<file path="src/hw/rtl/bfr_pkg.sv">
// shared types, constants and helper functions of the bitmap font text renderer
`timescale 1ns / 1ps

package bfr_pkg;

   localparam int GLYPH_STORE_BYTES = 4096;
   localparam int GLYPH_ROWS        = 16;
   localparam int MAX_SURFACE_DIM   = 1024;

   localparam int STORE_AW = $clog2(GLYPH_STORE_BYTES);
   localparam int GADDR_W  = 12;
   localparam int ROWS_W   = $clog2(GLYPH_ROWS + 1);
   localparam int DIM_W    = 11;
   localparam int CURSOR_W = 11;
   localparam int MUL_W    = 11;
   localparam int PROD_W   = 2 * MUL_W;
   localparam int ADDR_W   = 22;
   localparam int PIX_W    = 8;
   localparam int COLOR_W  = 32;

   localparam logic [CURSOR_W-1:0] CURSOR_MAX   = 11'd2047;
   localparam logic [7:0]          NEWLINE_CODE = 8'd10;

   localparam logic [1:0] OP_LOAD   = 2'd0;
   localparam logic [1:0] OP_CURSOR = 2'd1;
   localparam logic [1:0] OP_DRAW   = 2'd2;

   localparam logic [2:0] REG_CHAR_WIDTH     = 3'd0;
   localparam logic [2:0] REG_CHAR_HEIGHT    = 3'd1;
   localparam logic [2:0] REG_SURFACE_WIDTH  = 3'd2;
   localparam logic [2:0] REG_SURFACE_HEIGHT = 3'd3;
   localparam logic [2:0] REG_INK_COLOR      = 3'd4;
   localparam logic [2:0] REG_PAPER_COLOR    = 3'd5;

   typedef struct packed {
      logic [3:0]         char_width;
      logic [4:0]         char_height;
      logic [DIM_W-1:0]   surface_width;
      logic [DIM_W-1:0]   surface_height;
      logic [COLOR_W-1:0] ink_color;
      logic [COLOR_W-1:0] paper_color;
   } cfg_type;

   typedef struct packed {
      logic                en;
      logic [STORE_AW-1:0] addr;
      logic [7:0]          data;
   } ram_wr_type;

   typedef struct packed {
      logic                en;
      logic [STORE_AW-1:0] addr;
   } ram_rd_type;

   function automatic logic [CURSOR_W-1:0] sat_cursor(input logic [PROD_W-1:0] v);
      return (v > PROD_W'(CURSOR_MAX)) ? CURSOR_MAX : v[CURSOR_W-1:0];
   endfunction

endpackage

</file>
<file path="src/hw/rtl/bfr_mul.sv">
// shared multiplier with registered product
`timescale 1ns / 1ps

module bfr_mul import bfr_pkg::*; (
   input  logic              clock,
   input  logic [MUL_W-1:0]  op_a,
   input  logic [MUL_W-1:0]  op_b,
   output logic [PROD_W-1:0] product
);

   logic [PROD_W-1:0] product_ff;

   always_ff @(posedge clock) begin
      product_ff <= op_a * op_b;
   end

   assign product = product_ff;

endmodule

</file>
<file path="config.mk">
export PLATFORM = sky130hd
export DESIGN_NAME = bfr_mul
export DESIGN_NICKNAME = d
export VERILOG_FILES = /design/src/hw/rtl/bfr_pkg.sv /design/src/hw/rtl/bfr_mul.sv
export SDC_FILE = /design/constraint.sdc
export NUM_CORES = 1
export LEC_CHECK = 0
export BUFFER_PORTS_ARGS = -buffer_cell sky130_fd_sc_hd__buf_2
export CORE_UTILIZATION = 62
export CTS_BUF_LIST = sky130_fd_sc_hd__clkbuf_16
export DETAILED_ROUTE_END_ITERATION = 16
export HOLD_SLACK_MARGIN = 0.02
export PLACE_DENSITY = 0.89
export SYNTH_ARGS = -nofsm -noshare
export SYNTH_HDL_FRONTEND = slang
export SYNTH_SLANG_ARGS = --single-unit
</file>
<file path="constraint.sdc">
create_clock -name clock -period 5.93 [get_ports clock]
set_input_delay 0.593 -clock clock [delete_from_list [all_inputs] [get_ports clock]]
set_output_delay 0.593 -clock clock [all_outputs]
set_load 0.02 [all_outputs]
</file>
==> run metrics <==
CTS resizes=0; ys async rst share=0%; number of flops mapped to enable cells by yosys=0; die height=88 um; Yosys cell types=38; slowest stage delay, CP=0.55 ns; wire per inst=15.6 um; endpoints failing setup=0; maximum clock path buffer count=2; Worst Tran Pin Value=0.443 ns; finished layout cell area=0.00494 mm2; largest net degree at the start of global routing=14; number of global-route vias before repair=3768; Crit Path Max Fanout=11; setup TNS=0 ns; max-cap check violation count=0; clock tree sinks=22; Lkg Pwr=0.00265 uW; first-pass GRT wire length=17000 um; Die W=88 um; Max Fclk=0.199 GHz; WP buf/inv=5; Clock Tree Root=clkbuf_16; clock slew at reported path FFs=0.06 ns; cell repeated most along the worst path=fa_1; vias per cell=5.55; synth-to-layout area growth=7.69%; residual DRC count=0; H-tree depth=1; CP Launch Type=input port; worst hold slack=0.700 ns; CTS tree=yes; Starting Density=65.7%; Rows=30; Most used DFF post-synth=dfxtp_1; CP delay by family, top=adder cells; post-synthesis sequential area ratio=9.60%; Hold Path Stages=2; Setup Buffers After CTS=0; layout cells sized above 1=9.44%; fin util=70.7%; RSZ-0062 raised after global routing=false; die area=0.00774 mm2; Ys Warns=0; post-synthesis register bit count=22; Post-Syn Nets=690; Req. time, crit path=6.07 ns; # fillers=553; Max IR drop VDD=0.372 mV; Overflow after GRT=0; core area=0.00698 mm2; slowest CP cell=fa_1; Hold Path Class=input port to flop; Layout Nets=715; syn_area_per_cell=8.70 um2; Mapped Area=0.00459 mm2; status=finished clean; Post-DP HPWL=8150 um; # IOs=45; DRT antenna net count=0; initial antenna violation count=0; area post-placement=0.00483 mm2; power per cell area=496 mW/mm2; Final Hold Viols=0; Min-Delay Endpoint=product[0]$_DFF_P_; routed via count=3592; kind of critical path=input port to flop; crit path cell chain=buf_2 > and2_1 > fa_1 > inv_1 > fa_1 > inv_1 > fa_1 > fa_1 > inv_1 > fa_1 > inv_1 > ha_1 > a21o_1 > nand2b_1 > o21ai_2 > o31ai_2 > nor4b_1 > nor4_1; hold path start=op_b[0]; max FFs per register=22; IO buf count=44; fin crit period=5.02 ns; max_slew headroom=70.2%; crit end category=flop; routability-driven placement congestion ratio=0.903; fin. max-slew vios=0; Num CTS Buffers=3; Hold-fix buffers, CTS=0; CP arrival=5.16 ns; ant diodes=0; DRT Pass-1 Iters=5; Total GRT Usage=28.8%; final wirelength=10100 um; Post-Syn Instances=527; Tcrit/Tclk final=84.7%; 1st-iter DRT viols=246
power by group:
part | internal [uW] | switching, uW | total, uW
logic | 797 | 1220 | 2010
registers | 237 | 12.4 | 250
clock network | 134 | 53.2 | 187
total | 1170 | 1280 | 2450
layer usage:
metal / wire (um) / share of wire (%) / track usage [%] / vias up
li1: - / - / - / 1651
met4: 415 / 4.1 / 14.2 / 0
met2: 5400 / 54 / 52.0 / 141
met1: 3680 / 37 / 34.0 / 1757
met3: 561 / 5.6 / 3.11 / 43
met5: 0 / 0 / 0 / -
final cells by class:
class                   instances  area, um2  area share, %
multi-input cells             374       3650           73.9
flip-flops and latches         22        440           8.92
inverters                     107        402           8.13
repair buffers                 44        220           4.46
well taps                      96        120           2.43
clock buffers                   3       75.1           1.52
clock inverters                 1       30.0          0.608
synth_stat cells, types with 2 or more instances:
master	instances	share of area, %
o21ai_0	5	0.55
nand3_1	5	0.55
nand2b_1	4	0.55
nor3b_1	2	0.33
dfxtp_1	22	9.6
o21a_1	2	0.33
clkbuf_1	22	1.8
a21o_1	3	0.49
nor4_1	2	0.27
fa_1	80	35
nor3_1	4	0.44
and2_1	63	8.6
xnor2_1	7	1.3
ha_1	60	16
a21oi_1	20	2.2
inv_1	107	8.8
o21bai_1	2	0.33
nor2_1	9	0.74
xor2_1	8	1.5
a31oi_1	3	0.41
o211ai_1	3	0.49
a211o_1	2	0.38
nor4b_1	2	0.38
nand2_1	76	6.2
metrics by stage:
| step | setup WS [ns] | total power [uW] | std cells |
|---|---|---|---|
| final | 0.907 | 2450 | 647 |
| after global routing | 0.693 | 2690 | 647 |
| after CTS | 0.926 | 2450 | 647 |
| after detailed placement | 0.658 | 2210 | 643 |
| after floorplan | 0.981 | 1760 | 527 |
| after global placement | 0.845 | 2130 | 643 |
worst max-delay path by stage:
| stage | startpoint | end | slack [ns] | cells past startpoint |
|---|---|---|---|---|
| 2_1_floorplan | op_b[2] | product[21]$_DFF_P_ | 0.98 | 19 |
| 3_3_place_gp | op_a[5] | product[21]$_DFF_P_ | 0.84 | 18 |
| 3_5_place_dp | op_a[5] | product[21]$_DFF_P_ | 0.66 | 18 |
| 4_1_cts | op_a[5] | product[21]$_DFF_P_ | 0.93 | 18 |
| 5_1_grt | op_b[5] | product[21]$_DFF_P_ | 0.69 | 16 |
| 6_report | op_a[5] | product[21]$_DFF_P_ | 0.91 | 18 |
layout by cell type, fill, tap and decap left out:
cell | synthesis | routed
nor2_1 | 9 | 9
a21boi_0 | 1 | 1
o21bai_1 | 2 | 2
nor4_1 | 2 | 2
nand3_1 | 5 | 5
or3_1 | 1 | 1
o311a_1 | 1 | 1
inv_1 | 107 | 107
mux2i_1 | 1 | 1
xor2_1 | 8 | 8
fa_1 | 80 | 80
and3_1 | 1 | 1
a21o_1 | 3 | 3
nor4b_1 | 2 | 2
nor3_1 | 4 | 4
clkbuf_16 | 0 | 3
buf_2 | 1 | 44
a21oi_2 | 1 | 1
and3b_1 | 1 | 1
a211o_1 | 2 | 2
o211ai_1 | 3 | 3
dfxtp_1 | 22 | 22
o21ai_0 | 5 | 5
or3_4 | 1 | 1
ha_1 | 60 | 60
o21a_1 | 2 | 2
nand2_1 | 76 | 76
and2_1 | 63 | 63
bufinv_16 | 0 | 1
o31ai_2 | 1 | 1
nor3b_1 | 2 | 2
xnor2_1 | 7 | 7
nand4_1 | 1 | 1
a31oi_1 | 3 | 3
o21ai_2 | 1 | 1
nand2b_1 | 4 | 4
a21oi_1 | 20 | 20
o22ai_1 | 1 | 1
kinds of logic after synthesis:
family,share of synthesized area (%)
flops,9.60
xor+xnor,2.87
mux,0.218
compound gates,6.33
simple gates,18.9
fa+ha+maj,51.3
buf+inv,10.8
Note: power is estimated with default switching activity, not from simulation.
