$ cat config.mk
export PLATFORM = sky130hd
export DESIGN_NAME = bfr_ctrl
export DESIGN_NICKNAME = d
export VERILOG_FILES = /design/src/hw/rtl/bfr_pkg.sv /design/src/hw/rtl/bfr_ctrl.sv
export SDC_FILE = /design/constraint.sdc
export NUM_CORES = 1
export LEC_CHECK = 0
export BUFFER_PORTS_ARGS = -buffer_cell sky130_fd_sc_hd__buf_2
export CAP_MARGIN = 20
export CORE_MARGIN = 2
export CORE_UTILIZATION = 58
export CTS_CLUSTER_SIZE = 28
export DETAILED_ROUTE_END_ITERATION = 12
export GPL_ROUTABILITY_DRIVEN = 0
export HOLD_SLACK_MARGIN = 0.15
export PLACE_DENSITY_LB_ADDON = 0.15
export SLEW_MARGIN = 20
export SYNTH_ARGS = -nofsm -noshare
export SYNTH_HDL_FRONTEND = slang
export SYNTH_SLANG_ARGS = --single-unit
$ cat constraint.sdc
create_clock -name clock -period 9.5 [get_ports clock]
set_input_delay 0.475 -clock clock [delete_from_list [all_inputs] [get_ports clock]]
set_output_delay 0.475 -clock clock [all_outputs]
set_load 0.05 [all_outputs]
$ cat src/hw/rtl/bfr_pkg.sv
// shared types, constants and helper functions of the bitmap font text renderer
`timescale 1ns / 1ps

package bfr_pkg;

   localparam int GLYPH_STORE_BYTES = 4096;
   localparam int GLYPH_ROWS        = 16;
   localparam int MAX_SURFACE_DIM   = 1024;

   localparam int STORE_AW = $clog2(GLYPH_STORE_BYTES);
   localparam int GADDR_W  = 12;
   localparam int ROWS_W   = $clog2(GLYPH_ROWS + 1);
   localparam int DIM_W    = 11;
   localparam int CURSOR_W = 11;
   localparam int MUL_W    = 11;
   localparam int PROD_W   = 2 * MUL_W;
   localparam int ADDR_W   = 22;
   localparam int PIX_W    = 8;
   localparam int COLOR_W  = 32;

   localparam logic [CURSOR_W-1:0] CURSOR_MAX   = 11'd2047;
   localparam logic [7:0]          NEWLINE_CODE = 8'd10;

   localparam logic [1:0] OP_LOAD   = 2'd0;
   localparam logic [1:0] OP_CURSOR = 2'd1;
   localparam logic [1:0] OP_DRAW   = 2'd2;

   localparam logic [2:0] REG_CHAR_WIDTH     = 3'd0;
   localparam logic [2:0] REG_CHAR_HEIGHT    = 3'd1;
   localparam logic [2:0] REG_SURFACE_WIDTH  = 3'd2;
   localparam logic [2:0] REG_SURFACE_HEIGHT = 3'd3;
   localparam logic [2:0] REG_INK_COLOR      = 3'd4;
   localparam logic [2:0] REG_PAPER_COLOR    = 3'd5;

   typedef struct packed {
      logic [3:0]         char_width;
      logic [4:0]         char_height;
      logic [DIM_W-1:0]   surface_width;
      logic [DIM_W-1:0]   surface_height;
      logic [COLOR_W-1:0] ink_color;
      logic [COLOR_W-1:0] paper_color;
   } cfg_type;

   typedef struct packed {
      logic                en;
      logic [STORE_AW-1:0] addr;
      logic [7:0]          data;
   } ram_wr_type;

   typedef struct packed {
      logic                en;
      logic [STORE_AW-1:0] addr;
   } ram_rd_type;

   function automatic logic [CURSOR_W-1:0] sat_cursor(input logic [PROD_W-1:0] v);
      return (v > PROD_W'(CURSOR_MAX)) ? CURSOR_MAX : v[CURSOR_W-1:0];
   endfunction

endpackage

$ cat src/hw/rtl/bfr_ctrl.sv
// sequencer: cursor state, multiplier scheduling, glyph row emission
`timescale 1ns / 1ps

module bfr_ctrl import bfr_pkg::*; (
   input  logic                clock,
   input  logic                reset,
   input  cfg_type             cfg,
   input  logic                req_valid,
   output logic                req_stall,
   input  logic [1:0]          req_operation,
   input  logic [GADDR_W-1:0]  req_glyph_index,
   input  logic [7:0]          req_glyph_byte,
   input  logic [9:0]          req_start_col,
   input  logic [9:0]          req_start_row,
   input  logic [7:0]          req_char_code,
   output logic                rsp_valid,
   input  logic                rsp_stall,
   output logic [ADDR_W-1:0]   rsp_row_address,
   output logic [PIX_W-1:0]    rsp_fg_bits,
   output logic [PIX_W-1:0]    rsp_write_mask,
   output logic [COLOR_W-1:0]  rsp_foreground_color,
   output logic [COLOR_W-1:0]  rsp_background_color,
   output logic                rsp_last,
   output ram_wr_type          ram_wr,
   output ram_rd_type          ram_rd,
   input  logic [7:0]          ram_rd_data,
   output logic [MUL_W-1:0]    mul_a,
   output logic [MUL_W-1:0]    mul_b,
   input  logic [PROD_W-1:0]   mul_p
);

   localparam logic [2:0] S_IDLE = 3'd0;
   localparam logic [2:0] S_SETX = 3'd1;
   localparam logic [2:0] S_SETY = 3'd2;
   localparam logic [2:0] S_SETD = 3'd3;
   localparam logic [2:0] S_WRAP = 3'd4;
   localparam logic [2:0] S_BASE = 3'd5;
   localparam logic [2:0] S_ADDR = 3'd6;
   localparam logic [2:0] S_ROW  = 3'd7;

   logic [2:0]          state_ff, state_in;
   logic [CURSOR_W-1:0] cursor_x_ff, cursor_x_in;
   logic [CURSOR_W-1:0] cursor_y_ff, cursor_y_in;
   logic [9:0]          col_ff, col_in;
   logic [9:0]          row_cell_ff, row_cell_in;
   logic [GADDR_W-1:0]  gbase_ff, gbase_in;
   logic [ADDR_W-1:0]   limit_ff, limit_in;
   logic [ADDR_W-1:0]   addr_ff, addr_in;
   logic [ROWS_W-1:0]   row_ff, row_in;
   logic                rd_ok_ff, rd_ok_in;

   logic                rsp_valid_ff, rsp_valid_in;
   logic [ADDR_W-1:0]   rsp_row_address_ff, rsp_row_address_in;
   logic [PIX_W-1:0]    rsp_fg_bits_ff, rsp_fg_bits_in;
   logic [PIX_W-1:0]    rsp_write_mask_ff, rsp_write_mask_in;
   logic [COLOR_W-1:0]  rsp_ink_color_ff, rsp_ink_color_in;
   logic [COLOR_W-1:0]  rsp_paper_color_ff, rsp_paper_color_in;
   logic                rsp_last_ff, rsp_last_in;

   logic [DIM_W-1:0]    tx, ty;
   logic [3:0]          draw_w;
   logic [ROWS_W-1:0]   rows;
   logic                accept, out_free, is_last, wrap, in_limit;
   logic [CURSOR_W-1:0] cy_step, cy_wrapped, cx_step;
   logic [GADDR_W-1:0]  rd_full;
   logic [ADDR_W-1:0]   remain;
   logic [7:0]          glyph_bits;
   logic [PIX_W-1:0]    fg_row, mask_row;
   logic [3:0]          bit_sel;

   assign accept    = req_valid && !req_stall;
   assign req_stall = (state_ff != S_IDLE);
   assign out_free  = !rsp_valid_ff || !rsp_stall;

   assign tx = (cfg.surface_width > DIM_W'(MAX_SURFACE_DIM)) ?
               DIM_W'(MAX_SURFACE_DIM) : cfg.surface_width;
   assign ty = (cfg.surface_height > DIM_W'(MAX_SURFACE_DIM)) ?
               DIM_W'(MAX_SURFACE_DIM) : cfg.surface_height;
   assign draw_w = (cfg.char_width > 4'(PIX_W)) ? 4'(PIX_W) : cfg.char_width;
   assign rows = (cfg.char_height > 5'(GLYPH_ROWS)) ?
                 ROWS_W'(GLYPH_ROWS) : ROWS_W'(cfg.char_height);
   assign is_last = (row_ff == ROWS_W'(rows - ROWS_W'(1)));

   assign cy_step = sat_cursor(PROD_W'(cursor_y_ff) + PROD_W'(cfg.char_height));
   assign cx_step = sat_cursor(PROD_W'(cursor_x_ff) + PROD_W'(cfg.char_width));
   assign wrap    = (cursor_x_ff >= tx);
   assign cy_wrapped = wrap ? cy_step : cursor_y_ff;

   // glyph row pixels and surface mask
   assign glyph_bits = rd_ok_ff ? ram_rd_data : 8'd0;
   assign in_limit   = (addr_ff < limit_ff);
   assign remain     = limit_ff - addr_ff;

   always_comb begin
      bit_sel  = 4'd0;
      fg_row   = '0;
      mask_row = '0;
      for (int i = 0; i < PIX_W; i++) begin
         bit_sel = draw_w - 4'(i) - 4'd1;
         if (4'(i) < draw_w) begin
            fg_row[i]   = glyph_bits[bit_sel[2:0]];
            mask_row[i] = in_limit && (ADDR_W'(i) < remain);
         end
      end
   end

   // multiplier operand schedule
   always_comb begin
      mul_a = '0;
      mul_b = '0;
      case (state_ff)
         S_SETX: begin
            mul_a = MUL_W'(col_ff);
            mul_b = MUL_W'(cfg.char_width);
         end
         S_SETY: begin
            mul_a = MUL_W'(row_cell_ff);
            mul_b = MUL_W'(cfg.char_height);
         end
         S_WRAP: begin
            mul_a = MUL_W'(tx);
            mul_b = MUL_W'(ty);
         end
         S_BASE: begin
            mul_a = MUL_W'(tx);
            mul_b = MUL_W'(cursor_y_ff);
         end
         default: begin
         end
      endcase
   end

   assign rd_full = (state_ff == S_ROW) ?
                    GADDR_W'(gbase_ff + GADDR_W'(row_ff) + GADDR_W'(1)) : gbase_ff;

   always_comb begin
      state_in    = state_ff;
      cursor_x_in = cursor_x_ff;
      cursor_y_in = cursor_y_ff;
      col_in      = col_ff;
      row_cell_in = row_cell_ff;
      gbase_in    = gbase_ff;
      limit_in    = limit_ff;
      addr_in     = addr_ff;
      row_in      = row_ff;
      rd_ok_in    = rd_ok_ff;

      rsp_valid_in       = rsp_valid_ff && rsp_stall;
      rsp_row_address_in = rsp_row_address_ff;
      rsp_fg_bits_in     = rsp_fg_bits_ff;
      rsp_write_mask_in  = rsp_write_mask_ff;
      rsp_ink_color_in   = rsp_ink_color_ff;
      rsp_paper_color_in = rsp_paper_color_ff;
      rsp_last_in        = rsp_last_ff;

      ram_wr.en   = 1'b0;
      ram_wr.addr = req_glyph_index[STORE_AW-1:0];
      ram_wr.data = req_glyph_byte;
      ram_rd.en   = 1'b0;
      ram_rd.addr = rd_full[STORE_AW-1:0];

      case (state_ff)
         S_IDLE: begin
            if (accept) begin
               col_in      = req_start_col;
               row_cell_in = req_start_row;
               gbase_in    = req_char_code[7] ? '0 :
                             GADDR_W'(req_char_code[6:0] * GLYPH_ROWS);
               case (req_operation)
                  OP_LOAD: begin
                     ram_wr.en = ({1'b0, req_glyph_index} < (GADDR_W + 1)'(GLYPH_STORE_BYTES));
                  end
                  OP_CURSOR: begin
                     state_in = S_SETX;
                  end
                  OP_DRAW: begin
                     if (req_char_code == NEWLINE_CODE) begin
                        cursor_y_in = cy_step;
                     end else begin
                        state_in = S_WRAP;
                     end
                  end
                  default: begin
                  end
               endcase
            end
         end
         S_SETX: begin
            state_in = S_SETY;
         end
         S_SETY: begin
            cursor_x_in = sat_cursor(mul_p);
            state_in    = S_SETD;
         end
         S_SETD: begin
            cursor_y_in = sat_cursor(mul_p);
            state_in    = S_IDLE;
         end
         S_WRAP: begin
            if (wrap) begin
               cursor_x_in = '0;
            end
            cursor_y_in = (cy_wrapped >= ty) ? '0 : cy_wrapped;
            state_in    = S_BASE;
         end
         S_BASE: begin
            limit_in  = ADDR_W'(mul_p);
            ram_rd.en = 1'b1;
            rd_ok_in  = ({1'b0, rd_full} < (GADDR_W + 1)'(GLYPH_STORE_BYTES));
            state_in  = S_ADDR;
         end
         S_ADDR: begin
            addr_in = ADDR_W'(mul_p) + ADDR_W'(cursor_x_ff);
            row_in  = '0;
            if (rows == '0) begin
               cursor_x_in = cx_step;
               state_in    = S_IDLE;
            end else begin
               state_in = S_ROW;
            end
         end
         S_ROW: begin
            if (out_free) begin
               rsp_valid_in       = 1'b1;
               rsp_row_address_in = addr_ff;
               rsp_fg_bits_in     = fg_row;
               rsp_write_mask_in  = mask_row;
               rsp_ink_color_in   = cfg.ink_color;
               rsp_paper_color_in = cfg.paper_color;
               rsp_last_in        = is_last;
               if (is_last) begin
                  cursor_x_in = cx_step;
                  state_in    = S_IDLE;
               end else begin
                  row_in    = ROWS_W'(row_ff + ROWS_W'(1));
                  addr_in   = addr_ff + ADDR_W'(tx);
                  ram_rd.en = 1'b1;
                  rd_ok_in  = ({1'b0, rd_full} < (GADDR_W + 1)'(GLYPH_STORE_BYTES));
               end
            end
         end
         default: begin
            state_in = S_IDLE;
         end
      endcase
   end

   always_ff @(posedge clock) begin
      if (reset) begin
         state_ff     <= S_IDLE;
         cursor_x_ff  <= '0;
         cursor_y_ff  <= '0;
         rsp_valid_ff <= 1'b0;
      end else begin
         state_ff     <= state_in;
         cursor_x_ff  <= cursor_x_in;
         cursor_y_ff  <= cursor_y_in;
         rsp_valid_ff <= rsp_valid_in;
      end
   end

   always_ff @(posedge clock) begin
      col_ff             <= col_in;
      row_cell_ff        <= row_cell_in;
      gbase_ff           <= gbase_in;
      limit_ff           <= limit_in;
      addr_ff            <= addr_in;
      row_ff             <= row_in;
      rd_ok_ff           <= rd_ok_in;
      rsp_row_address_ff <= rsp_row_address_in;
      rsp_fg_bits_ff     <= rsp_fg_bits_in;
      rsp_write_mask_ff  <= rsp_write_mask_in;
      rsp_ink_color_ff   <= rsp_ink_color_in;
      rsp_paper_color_ff <= rsp_paper_color_in;
      rsp_last_ff        <= rsp_last_in;
   end

   assign rsp_valid            = rsp_valid_ff;
   assign rsp_row_address      = rsp_row_address_ff;
   assign rsp_fg_bits          = rsp_fg_bits_ff;
   assign rsp_write_mask       = rsp_write_mask_ff;
   assign rsp_foreground_color = rsp_ink_color_ff;
   assign rsp_background_color = rsp_paper_color_ff;
   assign rsp_last             = rsp_last_ff;

endmodule

==> qor.txt <==
Peak VDD IR - 0.143 mV
vias in the first global route - 11000
CTS Buf Count - 22
max_cap viols - 0
Die Y - 151 um
CP Class - reg2reg
WL/cell - 20.2 um
layout cells sized above 1 - 0.228
Post-synth EDFFs - 179
Post-DRT Antenna Nets - 0
fin crit share - 0.494
commonest non-fill, non-tap cell in the layout - buf_2
clk sink count - 205
pwr/cell area - 161 nW/um^2
Ant. Diodes - 0
Clock Pin Slew Worst Setup and Hold Paths - 0.06 ns
Layout Nets - 1849
Post-Route WL - 37800 um
mean post-synth cell area - 10.2 um^2
syn_nets - 1501
die area - 22900 um^2
GRT busiest layer - met2
Worst-Margin Slew - 1.01 ns
grt met1 use - 0.396
fraction of registers with async set/reset - 0
WP data arrival - 5.11 ns
Synth top area share - 0.427
LEAKAGE - 6.68 nW
pre-CTS WS - 4.47 ns
most frequent cells in the layout - 299 x buf_2, 179 x edfxtp_1, 106 x nor2_1
Rows - 53
synth top area cells - edfxtp_1 43%, ha_1 8.5%, dfxtp_1 4.1%, xnor2_1 3.3%, a21oi_1 3.3%
Synth area leader - edfxtp_1
worst skew pair latency - 0.52 ns
DR DRC count - 0
Mapped Cells - 1231
Seq/Total Area, Yosys - 0.468
post-synth cell types - 75
ys flop type - edfxtp_1
CP endpoint kind - register
Slew HR - 0.329
post-CTS setup repair buffer count - 0
H-tree depth - 1
drt first pass iters - 8
Post-Route Utilization - 0.742
CTS root buf - clkbuf_16
DP HPWL - 27000 um
fill count - 1519
#FFs+latches synth - 205
routed via count - 11400
Final Hold Viols - 0
status - complete, no violations
# setup viols final - 0
RSZ-0062 raised after global routing - no
Post-Syn Area - 12600 um^2
Hold Path Class - in2reg
Horiz. Die Dim - 151 um
Layout area overhead - 24.6%
CTS tree - built
Worst Path Required - 9.92 ns
core area - 21200 um^2
total gr overflow - 0
Hold Slack - 0.182 ns
DR vias/cell - 6.11
Tmin final - 4.69 ns
crit start category - register
Max Slew Vio Count - 0
initial antenna violation count - 1
Max Freq - 0.213 GHz
clk_skew - 0.0197 ns
clock tree buffer depth - 3
worst-path fanout max - 8
port bufs - 299
met3 GRT Util - 0.0542
Initial Util - 0.595
first-pass GRT wire length - 57200 um
global routing usage on met2 - 0.544
Ports - 340
Setup TNS - 0 ns
slack of the critical path - 4.81 ns
Initial DRC Count - 865
Synth Warn # - 0
Total Routing Usage GR - 0.319
pin count of the biggest net entering global routing - 80
## state kept, by name (all words and copies together), names as in the netlist
name	flops
rsp_row_address	22
addr_ff	22
state_ff	3
rsp_last	1
gbase_ff	7
row_ff	5
rsp_fg_bits	8
rsp_write_mask	8
cursor_x_ff	11
rsp_foreground_color	32
rsp_background_color	32
limit_ff	22
cursor_y_ff	11
rsp_valid	1
col_ff	10
row_cell_ff	10
## power breakdown
group | internal (W) | total, W | switching, W
clock | 0.000471 | 0.000837 | 0.000367
combinational | 0.000237 | 0.000611 | 0.000374
sequential | 0.00103 | 0.00107 | 0.0000499
total | 0.00173 | 0.00252 | 0.000791
## cells in the mapped netlist (all sizes together), types with 21 or more instances
master,count
nand2,90
nand3,37
xor2,23
edfxtp,179
nor2,109
mux2i,24
o21ai,57
clkbuf,32
inv,74
a21oi,83
buf,31
nor2b,21
ha,86
xnor2,47
dfxtp,26
nor3,36
## stage by stage
stage	std cells	power [W]	cell area, um^2
floorplan	1231	0.00151	12600
global placement	1748	0.00164	14200
detailed placement	1748	0.00166	14200
CTS	1869	0.00251	15700
global route	1869	0.00262	15700
finish	1869	0.00252	15700
## final cells by class
type | instances | area, um^2 | area share
Multi-Input combinational cell | 887 | 6110 | 0.389
Sequential cell | 205 | 5900 | 0.376
Timing Repair Buffer | 387 | 2360 | 0.151
Clock buffer | 27 | 589 | 0.0376
Tap cell | 275 | 344 | 0.0219
Inverter | 76 | 288 | 0.0183
Clock inverter | 12 | 108 | 0.00686
## kinds of logic (layout without fill, tap and decap cells)
kind of cell / Yosys count / in the layout / synth area share
AO/OA/AOI/OAI: 314 / 314 / 0.169
XOR/XNOR: 70 / 70 / 0.0487
adder cells (fa/ha/maj): 91 / 91 / 0.0934
buffers and inverters: 139 / 502 / 0.0483
flip-flops: 205 / 205 / 0.468
multiplexers: 31 / 31 / 0.0280
AND/OR/NAND/NOR: 381 / 381 / 0.145
## per-layer routing
metal	part of all wire	vias to the layer above	wire (um)
met1	0.37	5368	14100
met5	0.00029	-	11
met2	0.49	658	18400
met4	0.045	2	1710
met3	0.093	117	3530
li1	-	5282	-
## timing repair
action	in CTS	in global routing
resized for setup	0	0
hold buffers	82	0
hold endpoints to repair	82	0
## final timing paths
check | from | end | slack, ns | depth (start not counted)
setup / recovery | cursor_y_ff[1] | cursor_y_ff[10] | 4.81 | 17
hold / removal | req_start_col[1] | col_ff[1] | 0.18 | 1
hold reg to reg | addr_ff[13] | rsp_row_address[13] | 0.45 | 0
setup reg to reg | cursor_y_ff[1] | cursor_y_ff[10] | 4.81 | 17
## worst max-delay path, cell delays in order, from the launching register on
cell and delay (ns):
dfxtp_1 0.40, ha_1 0.26, a21o_1 0.17, a21oi_1 0.24, o21bai_1 0.10, a21oi_1 0.48
or3_1 0.35, nand2_1 0.13, o22a_1 0.23, ha_1 0.32, nor2b_1 0.14, o21a_1 0.15
o21ai_0 0.15, a21oi_1 0.09, a21oi_1 0.52, nor2b_1 0.45, a22oi_1 0.17, a211oi_1 0.26
No activity file was read; power rests on OpenSTA's default activity.
